$ cat src/rtl/cbe_pkg.sv
`default_nettype none
// ----------------------------------------------------------------------------
// cbe_pkg
// Shared widths, constants, command and status types of the easing core.
// ----------------------------------------------------------------------------
package cbe_pkg;

	localparam int FRAC      = 16;
	localparam int REG_W     = 19;
	localparam int T_W       = 17;
	localparam int OUT_W     = 19;
	localparam int COEF_W    = 24;
	localparam int A3_W      = 26;
	localparam int B2_W      = 25;
	localparam int S_W       = 20;
	localparam int ACC_W     = 41;
	localparam int MUL_W     = 32;
	localparam int PROD_W    = MUL_W + S_W;
	localparam int QUO_W     = 21;
	localparam int Q_W       = QUO_W + 2;
	localparam int SN_W      = Q_W + 1;
	localparam int REM_W     = ACC_W + QUO_W - 1;
	localparam int MAX_STEPS = 5;
	localparam int STEP_W    = $clog2(MAX_STEPS + 1);
	localparam int DIVC_W    = $clog2(QUO_W);
	localparam int IDX_W     = 3;

	localparam logic signed [COEF_W-1:0] ONE_C   = COEF_W'(1 <<< FRAC);
	localparam logic signed [ACC_W-1:0]  EPS_C   = ACC_W'(((1 <<< FRAC) + 500) / 1000);
	localparam logic signed [SN_W-1:0]   S_LIM   = SN_W'(4 <<< FRAC);
	localparam logic signed [ACC_W-1:0]  OUT_MAX = ACC_W'(196608);
	localparam logic signed [ACC_W-1:0]  OUT_MIN = -ACC_W'(131072);

	localparam logic [IDX_W-1:0] REG_X1 = IDX_W'(0);
	localparam logic [IDX_W-1:0] REG_Y1 = IDX_W'(1);
	localparam logic [IDX_W-1:0] REG_X2 = IDX_W'(2);
	localparam logic [IDX_W-1:0] REG_Y2 = IDX_W'(3);

	typedef enum logic [2:0] {
		MS_AX,
		MS_ACC_BX,
		MS_ACC_CX,
		MS_A3X,
		MS_ACC_B2X,
		MS_AY,
		MS_ACC_BY,
		MS_ACC_CY
	} mul_sel_t;

	typedef struct packed {
		logic     load;
		logic     mul_en;
		mul_sel_t mul_sel;
		logic     zcap;
		logic     dcap;
		logic     div_init;
		logic     div_step;
		logic     s_upd;
		logic     out_load;
	} cbe_cmd_t;

	typedef struct packed {
		logic z_small;
		logic d_zero;
	} cbe_stat_t;

	typedef struct packed {
		logic signed [COEF_W-1:0] a;
		logic signed [COEF_W-1:0] b;
		logic signed [COEF_W-1:0] c;
	} coef_t;

	function automatic coef_t coeffs(input logic signed [REG_W-1:0] p1,
	                                 input logic signed [REG_W-1:0] p2);
		logic signed [COEF_W-1:0] p1e;
		logic signed [COEF_W-1:0] p2e;
		logic signed [COEF_W-1:0] dif;
		coef_t r;
		p1e = COEF_W'(p1);
		p2e = COEF_W'(p2);
		dif = p2e - p1e;
		r.c = p1e + (p1e <<< 1);
		r.b = dif + (dif <<< 1) - r.c;
		r.a = ONE_C - r.c - r.b;
		return r;
	endfunction

endpackage
`default_nettype wire

$ cat src/rtl/cbe_ctrl.sv
`default_nettype none
// ----------------------------------------------------------------------------
// cbe_ctrl
// Sequencer: Horner multiplies, Newton steps, division and result hand-off.
// ----------------------------------------------------------------------------
module cbe_ctrl (
	input  wire logic              clk,
	input  wire logic              arst_n,
	input  wire logic              in_valid,
	output logic                   in_stall,
	output logic                   out_valid,
	input  wire logic              out_stall,
	input  wire cbe_pkg::cbe_stat_t stat,
	output cbe_pkg::cbe_cmd_t      cmd
);

	typedef enum logic [3:0] {
		ST_IDLE, ST_X1, ST_X2, ST_X3, ST_ZCHK, ST_D1, ST_D2, ST_DCHK,
		ST_DIVSET, ST_DIV, ST_UPD, ST_Y1, ST_Y2, ST_Y3, ST_OUT
	} state_t;

	state_t                      state_q;
	logic [cbe_pkg::STEP_W-1:0]  step_q;
	logic [cbe_pkg::DIVC_W-1:0]  divc_q;
	logic                        out_valid_q;

	assign in_stall  = (state_q != ST_IDLE);
	assign out_valid = out_valid_q;

	always_comb begin
		cmd          = '0;
		cmd.mul_sel  = cbe_pkg::MS_AX;
		unique case (state_q)
			ST_IDLE:   cmd.load = in_valid;
			ST_X1:     begin cmd.mul_en = 1'b1; cmd.mul_sel = cbe_pkg::MS_AX; end
			ST_X2:     begin cmd.mul_en = 1'b1; cmd.mul_sel = cbe_pkg::MS_ACC_BX; end
			ST_X3:     begin cmd.mul_en = 1'b1; cmd.mul_sel = cbe_pkg::MS_ACC_CX; end
			ST_ZCHK:   cmd.zcap = 1'b1;
			ST_D1:     begin cmd.mul_en = 1'b1; cmd.mul_sel = cbe_pkg::MS_A3X; end
			ST_D2:     begin cmd.mul_en = 1'b1; cmd.mul_sel = cbe_pkg::MS_ACC_B2X; end
			ST_DCHK:   cmd.dcap = 1'b1;
			ST_DIVSET: cmd.div_init = 1'b1;
			ST_DIV:    cmd.div_step = 1'b1;
			ST_UPD:    cmd.s_upd = 1'b1;
			ST_Y1:     begin cmd.mul_en = 1'b1; cmd.mul_sel = cbe_pkg::MS_AY; end
			ST_Y2:     begin cmd.mul_en = 1'b1; cmd.mul_sel = cbe_pkg::MS_ACC_BY; end
			ST_Y3:     begin cmd.mul_en = 1'b1; cmd.mul_sel = cbe_pkg::MS_ACC_CY; end
			ST_OUT:    cmd.out_load = !out_valid_q || !out_stall;
			default:   cmd.load = 1'b0;
		endcase
	end

	always_ff @(posedge clk or negedge arst_n) begin
		if (!arst_n) begin
			state_q     <= ST_IDLE;
			step_q      <= '0;
			divc_q      <= '0;
			out_valid_q <= 1'b0;
		end else begin
			if (cmd.out_load) begin
				out_valid_q <= 1'b1;
			end else if (out_valid_q && !out_stall) begin
				out_valid_q <= 1'b0;
			end
			unique case (state_q)
				ST_IDLE: begin
					if (in_valid) begin
						step_q  <= '0;
						state_q <= ST_X1;
					end
				end
				ST_X1:   state_q <= ST_X2;
				ST_X2:   state_q <= ST_X3;
				ST_X3:   state_q <= ST_ZCHK;
				ST_ZCHK: state_q <= stat.z_small ? ST_Y1 : ST_D1;
				ST_D1:   state_q <= ST_D2;
				ST_D2:   state_q <= ST_DCHK;
				ST_DCHK: state_q <= stat.d_zero ? ST_Y1 : ST_DIVSET;
				ST_DIVSET: begin
					divc_q  <= '0;
					state_q <= ST_DIV;
				end
				ST_DIV: begin
					divc_q <= divc_q + 1'b1;
					if (divc_q == cbe_pkg::DIVC_W'(cbe_pkg::QUO_W - 1)) begin
						state_q <= ST_UPD;
					end
				end
				ST_UPD: begin
					if (step_q == cbe_pkg::STEP_W'(cbe_pkg::MAX_STEPS - 1)) begin
						state_q <= ST_Y1;
					end else begin
						step_q  <= step_q + 1'b1;
						state_q <= ST_X1;
					end
				end
				ST_Y1: state_q <= ST_Y2;
				ST_Y2: state_q <= ST_Y3;
				ST_Y3: state_q <= ST_OUT;
				ST_OUT: begin
					if (cmd.out_load) begin
						state_q <= ST_IDLE;
					end
				end
				default: state_q <= ST_IDLE;
			endcase
		end
	end

endmodule
`default_nettype wire

$ cat src/rtl/cbe_dpath.sv
`default_nettype none
// ----------------------------------------------------------------------------
// cbe_dpath
// Control registers, coefficients, shared multiplier, divider and output.
// ----------------------------------------------------------------------------
module cbe_dpath (
	input  wire logic                          clk,
	input  wire logic                          arst_n,
	input  wire logic                          cfg_we,
	input  wire logic [cbe_pkg::IDX_W-1:0]     cfg_index,
	input  wire logic [cbe_pkg::REG_W-1:0]     cfg_data,
	input  wire logic [cbe_pkg::T_W-1:0]       progress,
	input  wire cbe_pkg::cbe_cmd_t             cmd,
	output cbe_pkg::cbe_stat_t                 stat,
	output logic signed [cbe_pkg::OUT_W-1:0]   eased_value
);

	localparam int AW = cbe_pkg::ACC_W;

	logic signed [cbe_pkg::REG_W-1:0]  x1_q, y1_q, x2_q, y2_q;
	logic signed [cbe_pkg::COEF_W-1:0] ax_q, bx_q, cx_q, ay_q, by_q, cy_q;
	logic signed [cbe_pkg::A3_W-1:0]   a3x_q;
	logic signed [cbe_pkg::B2_W-1:0]   b2x_q;
	logic [cbe_pkg::T_W-1:0]           t_q;
	logic signed [cbe_pkg::S_W-1:0]    s_q;
	logic signed [AW-1:0]              prod_q, z_q, d_q;
	logic [cbe_pkg::REM_W-1:0]         rem_q, dsh_q;
	logic [cbe_pkg::QUO_W-1:0]         quo_q;
	logic                              neg_q, sat_q;
	logic signed [cbe_pkg::OUT_W-1:0]  eased_q;

	cbe_pkg::coef_t                    cf_x, cf_y;
	logic signed [AW-1:0]              opa, z_next, d_next, zabs, dabs, y_sat;
	logic signed [cbe_pkg::MUL_W-1:0]  opa_m;
	logic signed [cbe_pkg::PROD_W-1:0] prod_full;
	logic signed [cbe_pkg::Q_W-1:0]    qmag, qs;
	logic signed [cbe_pkg::SN_W-1:0]   s_new, s_clamp;

	assign cf_x = cbe_pkg::coeffs(x1_q, x2_q);
	assign cf_y = cbe_pkg::coeffs(y1_q, y2_q);

	always_comb begin
		case (cmd.mul_sel)
			cbe_pkg::MS_AX:      opa = AW'(ax_q);
			cbe_pkg::MS_ACC_BX:  opa = prod_q + AW'(bx_q);
			cbe_pkg::MS_ACC_CX:  opa = prod_q + AW'(cx_q);
			cbe_pkg::MS_A3X:     opa = AW'(a3x_q);
			cbe_pkg::MS_ACC_B2X: opa = prod_q + AW'(b2x_q);
			cbe_pkg::MS_AY:      opa = AW'(ay_q);
			cbe_pkg::MS_ACC_BY:  opa = prod_q + AW'(by_q);
			cbe_pkg::MS_ACC_CY:  opa = prod_q + AW'(cy_q);
			default:             opa = '0;
		endcase
	end

	assign opa_m        = cbe_pkg::MUL_W'(opa);
	assign prod_full    = opa_m * s_q;
	assign z_next       = prod_q - AW'($signed({1'b0, t_q}));
	assign d_next       = prod_q + AW'(cx_q);
	assign stat.z_small = (z_next > -cbe_pkg::EPS_C) && (z_next < cbe_pkg::EPS_C);
	assign stat.d_zero  = (d_next == '0);

	assign zabs = z_q[AW-1] ? -z_q : z_q;
	assign dabs = d_q[AW-1] ? -d_q : d_q;

	assign qmag    = sat_q ? cbe_pkg::Q_W'(1 <<< cbe_pkg::QUO_W)
	                       : cbe_pkg::Q_W'({1'b0, quo_q});
	assign qs      = neg_q ? -qmag : qmag;
	assign s_new   = cbe_pkg::SN_W'(s_q) - cbe_pkg::SN_W'(qs);
	assign s_clamp = (s_new > cbe_pkg::S_LIM) ? cbe_pkg::S_LIM :
	                 (s_new < -cbe_pkg::S_LIM) ? -cbe_pkg::S_LIM : s_new;

	assign y_sat = (prod_q > cbe_pkg::OUT_MAX) ? cbe_pkg::OUT_MAX :
	               (prod_q < cbe_pkg::OUT_MIN) ? cbe_pkg::OUT_MIN : prod_q;

	assign eased_value = eased_q;

	always_ff @(posedge clk or negedge arst_n) begin
		if (!arst_n) begin
			x1_q <= cbe_pkg::REG_W'(16384);
			y1_q <= cbe_pkg::REG_W'(6554);
			x2_q <= cbe_pkg::REG_W'(16384);
			y2_q <= cbe_pkg::REG_W'(65536);
		end else if (cfg_we) begin
			unique case (cfg_index)
				cbe_pkg::REG_X1: x1_q <= cfg_data;
				cbe_pkg::REG_Y1: y1_q <= cfg_data;
				cbe_pkg::REG_X2: x2_q <= cfg_data;
				cbe_pkg::REG_Y2: y2_q <= cfg_data;
				default: ;
			endcase
		end
	end

	always_ff @(posedge clk) begin
		if (cmd.load) begin
			t_q   <= progress;
			s_q   <= cbe_pkg::S_W'({1'b0, progress});
			ax_q  <= cf_x.a;
			bx_q  <= cf_x.b;
			cx_q  <= cf_x.c;
			ay_q  <= cf_y.a;
			by_q  <= cf_y.b;
			cy_q  <= cf_y.c;
			a3x_q <= cbe_pkg::A3_W'(cf_x.a) + (cbe_pkg::A3_W'(cf_x.a) <<< 1);
			b2x_q <= cbe_pkg::B2_W'(cf_x.b) <<< 1;
		end
		if (cmd.mul_en) begin
			prod_q <= AW'(prod_full >>> cbe_pkg::FRAC);
		end
		if (cmd.zcap) begin
			z_q <= z_next;
		end
		if (cmd.dcap) begin
			d_q <= d_next;
		end
		if (cmd.div_init) begin
			neg_q <= z_q[AW-1] ^ d_q[AW-1];
			sat_q <= (AW'(unsigned'(zabs)) >> 5) >= unsigned'(dabs);
			rem_q <= cbe_pkg::REM_W'({zabs, {cbe_pkg::FRAC{1'b0}}});
			dsh_q <= cbe_pkg::REM_W'({dabs, {(cbe_pkg::QUO_W - 1){1'b0}}});
			quo_q <= '0;
		end
		if (cmd.div_step) begin
			if (rem_q >= dsh_q) begin
				rem_q <= rem_q - dsh_q;
				quo_q <= {quo_q[cbe_pkg::QUO_W-2:0], 1'b1};
			end else begin
				quo_q <= {quo_q[cbe_pkg::QUO_W-2:0], 1'b0};
			end
			dsh_q <= dsh_q >> 1;
		end
		if (cmd.s_upd) begin
			s_q <= cbe_pkg::S_W'(s_clamp);
		end
		if (cmd.out_load) begin
			eased_q <= cbe_pkg::OUT_W'(y_sat);
		end
	end

endmodule
`default_nettype wire

$ cat src/rtl/cubic_bezier_easing_core.sv
`default_nettype none
// ----------------------------------------------------------------------------
// cubic_bezier_easing_core
// Cubic Bezier timing curve: maps progress t to eased y via Newton search.
// ----------------------------------------------------------------------------
// Input channel (in_valid/in_stall, progress) takes one item while the core
// is idle; in_stall stays high while an item is being worked on.
// Output channel (out_valid/out_stall, eased_value) carries one result per
// item from an output register, so a new item is taken while it waits.
// Sequence: 3 multiplies plus a check for x(s), then per Newton step 2
// multiplies, a check, a setup, a 21-bit bit-serial division and an update;
// then 3 multiplies for y(s) and one to load. An item may exit early, else
// it runs five full steps; the shared multiplier and the one-bit-per-cycle
// divider set its duration.
// The user writes control points over cfg_we/cfg_index/cfg_data only while
// idle; not enforced by the core. Reset restores defaults, empties output reg.
// A stalled result holds in the output register; one more item may complete
// its work and then waits in the core until the register frees.
// ----------------------------------------------------------------------------
module cubic_bezier_easing_core (
	input  wire logic                         clk,
	input  wire logic                         arst_n,
	input  wire logic                         cfg_we,
	input  wire logic [cbe_pkg::IDX_W-1:0]    cfg_index,
	input  wire logic [cbe_pkg::REG_W-1:0]    cfg_data,
	input  wire logic                         in_valid,
	output logic                              in_stall,
	input  wire logic [cbe_pkg::T_W-1:0]      progress,
	output logic                              out_valid,
	input  wire logic                         out_stall,
	output logic signed [cbe_pkg::OUT_W-1:0]  eased_value
);

	cbe_pkg::cbe_cmd_t  cmd;
	cbe_pkg::cbe_stat_t stat;

	cbe_ctrl u_ctrl (
		.clk       (clk),
		.arst_n    (arst_n),
		.in_valid  (in_valid),
		.in_stall  (in_stall),
		.out_valid (out_valid),
		.out_stall (out_stall),
		.stat      (stat),
		.cmd       (cmd)
	);

	cbe_dpath u_dpath (
		.clk         (clk),
		.arst_n      (arst_n),
		.cfg_we      (cfg_we),
		.cfg_index   (cfg_index),
		.cfg_data    (cfg_data),
		.progress    (progress),
		.cmd         (cmd),
		.stat        (stat),
		.eased_value (eased_value)
	);

	a_busy_after_accept: assert property (@(posedge clk) disable iff (!arst_n)
		(in_valid && !in_stall) |=> in_stall)
		else $error("core took an item but did not go busy");

	a_result_from_job: assert property (@(posedge clk) disable iff (!arst_n)
		$rose(out_valid) |-> $past(in_stall))
		else $error("result appeared with no item in flight");

	a_load_needs_room: assert property (@(posedge clk) disable iff (!arst_n)
		cmd.out_load |-> (!out_valid || !out_stall))
		else $error("output register overwritten while stalled");

endmodule
`default_nettype wire
$ cat config.mk
export PLATFORM = sky130hd
export DESIGN_NAME = cubic_bezier_easing_core
export DESIGN_NICKNAME = d
export VERILOG_FILES = /design/src/rtl/cbe_pkg.sv /design/src/rtl/cbe_ctrl.sv /design/src/rtl/cbe_dpath.sv /design/src/rtl/cubic_bezier_easing_core.sv
export SDC_FILE = /design/constraint.sdc
export NUM_CORES = 2
export LEC_CHECK = 0
export ABC_AREA = 1
export BUFFER_PORTS_ARGS = -buffer_cell sky130_fd_sc_hd__buf_2
export CAP_MARGIN = 15
export CELL_PAD_IN_SITES_DETAIL_PLACEMENT = 2
export CELL_PAD_IN_SITES_GLOBAL_PLACEMENT = 2
export CORE_MARGIN = 5
export CORE_UTILIZATION = 30
export CTS_BUF_LIST = sky130_fd_sc_hd__clkbuf_4 sky130_fd_sc_hd__clkbuf_8
export DETAILED_ROUTE_END_ITERATION = 7
export HOLD_SLACK_MARGIN = 0.08
export PLACE_DENSITY_LB_ADDON = 0.1
export SLEW_MARGIN = 20
export SYNTH_ARGS = -nofsm -noshare
export SYNTH_HDL_FRONTEND = slang
export SYNTH_SLANG_ARGS = --single-unit
$ cat constraint.sdc
create_clock -name clk -period 12.48 [get_ports clk]
set_input_delay 0.624 -clock clk [delete_from_list [all_inputs] [get_ports clk]]
set_output_delay 0.624 -clock clk [all_outputs]
set_load 0.01 [all_outputs]
# == Word level (Yosys, flattened, before mapping) ==
# Index checks and enable logic that the tools add are counted.
# op_classes
n_addsub,26
multipliers,1
div,0
n_lt_le_gt_ge,8
n_eq_ne,30
shift,0
n_mux,39
bitwise_logic,1
reduce_logical,22
# op_table
operator,count
32-bit case mux with 8 select lines,1
61-bit two-way mux,3
60-bit two-way mux,2
41-bit two-way mux,2
20-bit two-way mux,4
32-bit by 24-bit adder with 32-bit output,2
61-bit greater-or-equal comparator,1
61-bit subtractor,1
4-bit case mux with 15 select lines,1
32-bit by 20-bit multiplier with 52-bit output,1
24-bit adder,2
24-bit by 21-bit subtractor with 24-bit output,2
24-bit subtractor,2
"18-bit by 21-bit subtractor with 22-bit output, first input constant",2
19-bit by 20-bit adder with 21-bit output,2
21-bit two-way mux,2
36-bit by 41-bit greater-or-equal comparator with 1-bit output,1
"41-bit by 8-bit greater-than comparator with 1-bit output, second input constant",1
41-bit zero test,1
"41-bit by 8-bit < comparator with 1-bit output, second input constant",1
37-bit negator with 41-bit output,1
41-bit negator,1
19-bit by 19-bit subtractor with 20-bit output,2
36-bit by 21-bit adder with 37-bit output,1
43 further kinds,88
# word_totals
reg_bits,568
latch_bits,0
mem_bits_rw,0
romBits,0
inputBits,44
wordCells,155
memories,0

# == Depth between registers and ports, before layout ==
# depth
word_depth,8
mapped_depth,50
depth_no_buf,48

# == Cells and area by module ==
# A second synthesis with hierarchy kept.
# hier_totals
cells_unflattened,9625
area_unflattened_um2,72998.8
# modules_own_cells
module,instances,cells_each,area_each_um2,seq_area_each_um2
cbe_dpath,1,9498,72077.9,15437.3
cbe_ctrl,1,127,920.9,325.3

# == Worst setup path before layout ==
# OpenSTA, ideal clock, no wires.
# synth_path
path_kind,reg2reg
startpoint,register u_ctrl.state_q[1]
endpoint,"register u_dpath.prod_q[33], data pin"
setup_ns,0.252
t_arrival_ns,8.924
t_required_ns,12.228
slack_ns,3.304
stages_incl_launch_ff,46
path_buffers,3
period_less_slack_ns,9.176
cell_sequence,dfrtp_1 buf_6 nor2_1 inv_1 nor2_1 clkbuf_1 a22oi_1 nand2_1 ha_1 inv_1 fa_1 nand3b_1 a21oi_1 nor2_1 o21ai_1 a21oi_1 o21ai_1 o21ai_0 [... 10 more ...] inv_1 fa_1 inv_1 fa_1 inv_1 fa_1 inv_1 ha_1 a21oi_1 inv_1 a31oi_1 o21ai_0 a21oi_1 nor2_1 a311oi_1 nand2_1 nand2_1 nand2_1
# synth_via
elab_chain_cells,5
# synth_rtl
element,line,text
"start, declared",cbe_ctrl.sv:22,state_t state_q;
"start signal, assigned",cbe_ctrl.sv:75,ST_ZCHK: state_q <= stat.z_small ? ST_Y1 : ST_D1;
"start signal, assigned",cbe_ctrl.sv:78,ST_DCHK: state_q <= stat.d_zero ? ST_Y1 : ST_DIVSET;
"4-bit equality test, or another cell as far along",cbe_ctrl.sv:33,unique case (state_q)
4-bit case mux with 8 select lines (*),cbe_ctrl.sv:33,
"3-bit equality test, or another cell as far along",cbe_dpath.sv:43,case (cmd.mul_sel)
32-bit case mux with 8 select lines (*),cbe_dpath.sv:43,
32-bit by 20-bit multiplier with 52-bit output (*),cbe_dpath.sv:57,assign prod_full = opa_m * s_q;
"via u_dpath.prod_full, one bit",cbe_dpath.sv:35,logic signed [cbe_pkg::PROD_W-1:0] prod_full;
"end signal, assigned",cbe_dpath.sv:109,prod_q <= AW'(prod_full >>> cbe_pkg::FRAC);
"end, declared",cbe_dpath.sv:26,"logic signed [AW-1:0] prod_q, z_q, d_q;"
# The timed path passes the listed nets; every way through them passes the cells marked *.
# A chain may end at the register's enable or synchronous reset.

# == Final worst setup path ==
# layout_path
startpoint,register u_ctrl.state_q[1]
endpoint,"register u_dpath.prod_q[25], data pin"
# The elaborated chain is that of the path after synthesis.

==> results.md <==
* Status: finished, final reports clean
* Final RePlAce weighted congestion at around 0.90
* Via count at 65732
* WS Path Type: reg2reg
* DIE HEIGHT at 499 um
* Syn avg cell area at 7.56 sq um
* Drt drc at 0
* Simple logic cell fraction of the synthesized area at 21.5%
* H-tree depth at 3
* Critical Path Fanout Max at 11
* Commonest non-fill, non-tap cells in the layout: nand2_1, inv_1, nor2_1, fa_1
* Slew Viols, Final at 0
* Clock Skews at 0.127 ns
* CTS tree: built
* Register Area at 15800 sq um
* Unrepaired setup endpoints after global routing: no
* Number of max-cap violations at 0
* DIE AREA at 249000 sq um
* I/O pins at 65
* Area Growth Syn to Fin at 10.6%
* Synth Instances at approximately 9500
* Dominant synthesized flop cell: edfxtp_1
* Vias in the first global route at 72845
* DR WL/cell at 24.5 um
* Slowest-stage cell, CP: inv_1
* Max Freq at about 84 MHz
* DR iter-0 viols at 3285
* ANT nets after route at 0
* Sum Neg Setup Slack at 0 ns
* Cell area after synthesis at 71800 sq um
* Yosys warnings at 0
* XOR/XNOR Fraction of Synth Area at 5.40%
* CTS sink count at 562
* Total GRT Usage at 25.2%
* CTS Buf Count at 114
* Clock Pin Slew Worst Setup and Hold Paths at 0.06 ns
* Hold Path Class: in2reg
* Initial antenna violation count at 15
* Fin area at 79500 sq um
* Routed WL at 317000 um
* Pin count of the biggest net entering global routing at 111
* Largest family of logic cells by synthesized area: adder cells
* Grt total ovfl at 0
* Root Buffer: clkbuf_8
* Port Buf Inserts at 64
* Share of cells above drive strength 1 at 5.25%
* Vias per cell at between 5 and 6
* Area share of the largest cell type after synthesis at approximately a fifth
* Rows at 179
* Required time of the critical path at 13.13 ns
* Register area share after synthesis at 22.0%
* Asr flop ratio synth at 15.8%
* Post CTS Setup Buffer Count at 0
* Minimum clock period at 11.97 ns
* Final Hold Fails at 0
* Pre-antenna DRT Iters at 8
* Inst Count DP at 12680
* Most common cell after layout, fill and taps aside: nand2_1
* Worst Tran Pin Value at about 1.2 ns
* CP Capture Type: flop
* CP startpoint kind: flop
* Final setup vio count at 0
* Cell variety after synth at 74
* Post-Layout Cell Count at 12940
* Adder-Cell Fraction of Synth Area at 29.0%
* Post-synthesis compound-gate area fraction at a little over a tenth
* Part of the cycle the worst path needs at 95.9%
* Initial core utilization at 30.2%
* Largest cells by area after synthesis: fa_1, edfxtp_1, nand2_1
* Core Area at 238000 sq um
* Synthesized flop and latch total at 562
* First-pass GRT wire length at 474000 um
* Synth area leader: fa_1
* Hpwl dp at 269000 um
* Maximum root-to-sink buffer count at 3
* Crit path largest cell delay at 0.68 ns
* Dpl cell area at 76400 sq um
* Multiplexer area fraction after synthesis at less than 1%
* EDFF count, synth at 411
* CP most frequent cell: inv_1
* WP data arrival at between 10 and 15 ns
* Post-layout net count at 10963
* # fillers at 27799
* Overall die width at ~500 um
* Latest clock arrival within the worst-skew pair at 0.93 ns
* Multi-input logic area at 47900 sq um
* Relative slew margins at 22.9%
-- per-stage QoR --
step	util (%)	hold WS [ns]	setup WS [ns]
2_1_floorplan	-	0.328	3.30
3_3_place_gp	32.1	0.424	0.812
3_5_place_dp	32.1	0.434	0.542
4_1_cts	33.3	0.223	0.448
5_1_grt	33.4	0.224	0.134
6_report	33.4	0.293	0.509
-- synth_stat cells (6+ instances only) --
master	instances
nor3b_1	6
nor3_2	6
nand4_1	107
o21ai_2	10
a21oi_1	563
dfrtp_1	79
xor2_1	288
nor2_1	1005
edfxtp_1	411
clkinv_1	13
a21o_1	50
buf_1	7
o21ai_0	425
a22oi_1	20
xnor2_1	150
or2_2	28
inv_2	15
nand3b_1	25
ha_1	562
nor4_1	43
nand2_1	1958
a211oi_1	8
buf_2	27
a21boi_0	12
o21bai_1	30
inv_1	1932
nand2_2	14
o221ai_1	8
a221oi_1	23
o2111ai_1	17
o31ai_1	18
dfstp_2	10
nand3_1	412
fa_1	688
nor3_1	99
o21a_1	22
and3_1	8
o211ai_1	22
a31oi_1	87
o21ai_1	23
clkbuf_1	152
dfxtp_1	62
-- critical path, delay by kind of cell (launching register included) --
kind                       cells  cell delay [ns]
buffers and inverters         12             1.79
DFF                            1             0.50
adders and majority gates      9             4.27
AOI/OAI and AO/OA             12             3.19
and+or+nand+nor                8             1.56
xor gates and xnor gates       1             0.37
-- worst paths after layout --
check                             startpoint            endpoint  slack [ns]  depth (start not counted)
min in group asynchronous             arst_n     u_dpath.x1_q[7]        0.32                          2
hold reg to reg            u_dpath.dsh_q[60]   u_dpath.dsh_q[60]        0.44                          2
setup reg to reg           u_ctrl.state_q[1]  u_dpath.prod_q[25]        0.51                         42
max in group asynchronous             arst_n    u_ctrl.out_valid       10.90                          3
hold / removal                      in_valid   u_ctrl.state_q[3]        0.29                          4
setup / recovery           u_ctrl.state_q[1]  u_dpath.prod_q[25]        0.51                         42
-- what timing repair did --
item | 4_1_cts | 5_1_grt
resized for setup | 0 | 2
endpoints found under the setup margin | 0 | 7
hold endpoints to repair | 150 | 0
hold buffers | 38 | 0
-- area by class of cell --
type / instances / share of cell area, %
diodes: 8 / 0.0252
clock buffers: 158 / 2.49
clock inverters: 54 / 0.731
inverters: 1961 / 9.28
multi-input cells: 6792 / 60.3
flip-flops and latches: 562 / 19.9
well taps: 3167 / 4.99
repair buffers: 238 / 2.23
-- metal layers --
metal  track usage (%)  up-vias  routed length [um]
li1                  -    30440                   -
met1              33.9    33862              146000
met2              43.3     1078              151000
met3              2.80      350               11800
met4              5.97        2                8560
met5                 0        -                  13
-- state kept, by name, summed over array words and instances (netlist names), 24 cells and up --
| signal | flops |
|---|---|
| u_dpath.a3x_q | 26 |
| u_dpath.prod_q | 36 |
| u_dpath.ay_q | 24 |
| u_dpath.d_q | 37 |
| u_dpath.dsh_q | 61 |
| u_dpath.bx_q | 24 |
| u_dpath.by_q | 24 |
| u_dpath.rem_q | 61 |
| u_dpath.z_q | 37 |
-- cell families after synthesis --
logic type,Yosys count
DFF,562
AOI/OAI and AO/OA,1362
buffers and inverters,2153
adders and majority gates,1250
muxes,1
and+or+nand+nor,3735
other,1
xor gates and xnor gates,440
Power is left out: the tool's default activity adds up to more than one toggle a clock period on the data nets, which glitch-free logic cannot reach.
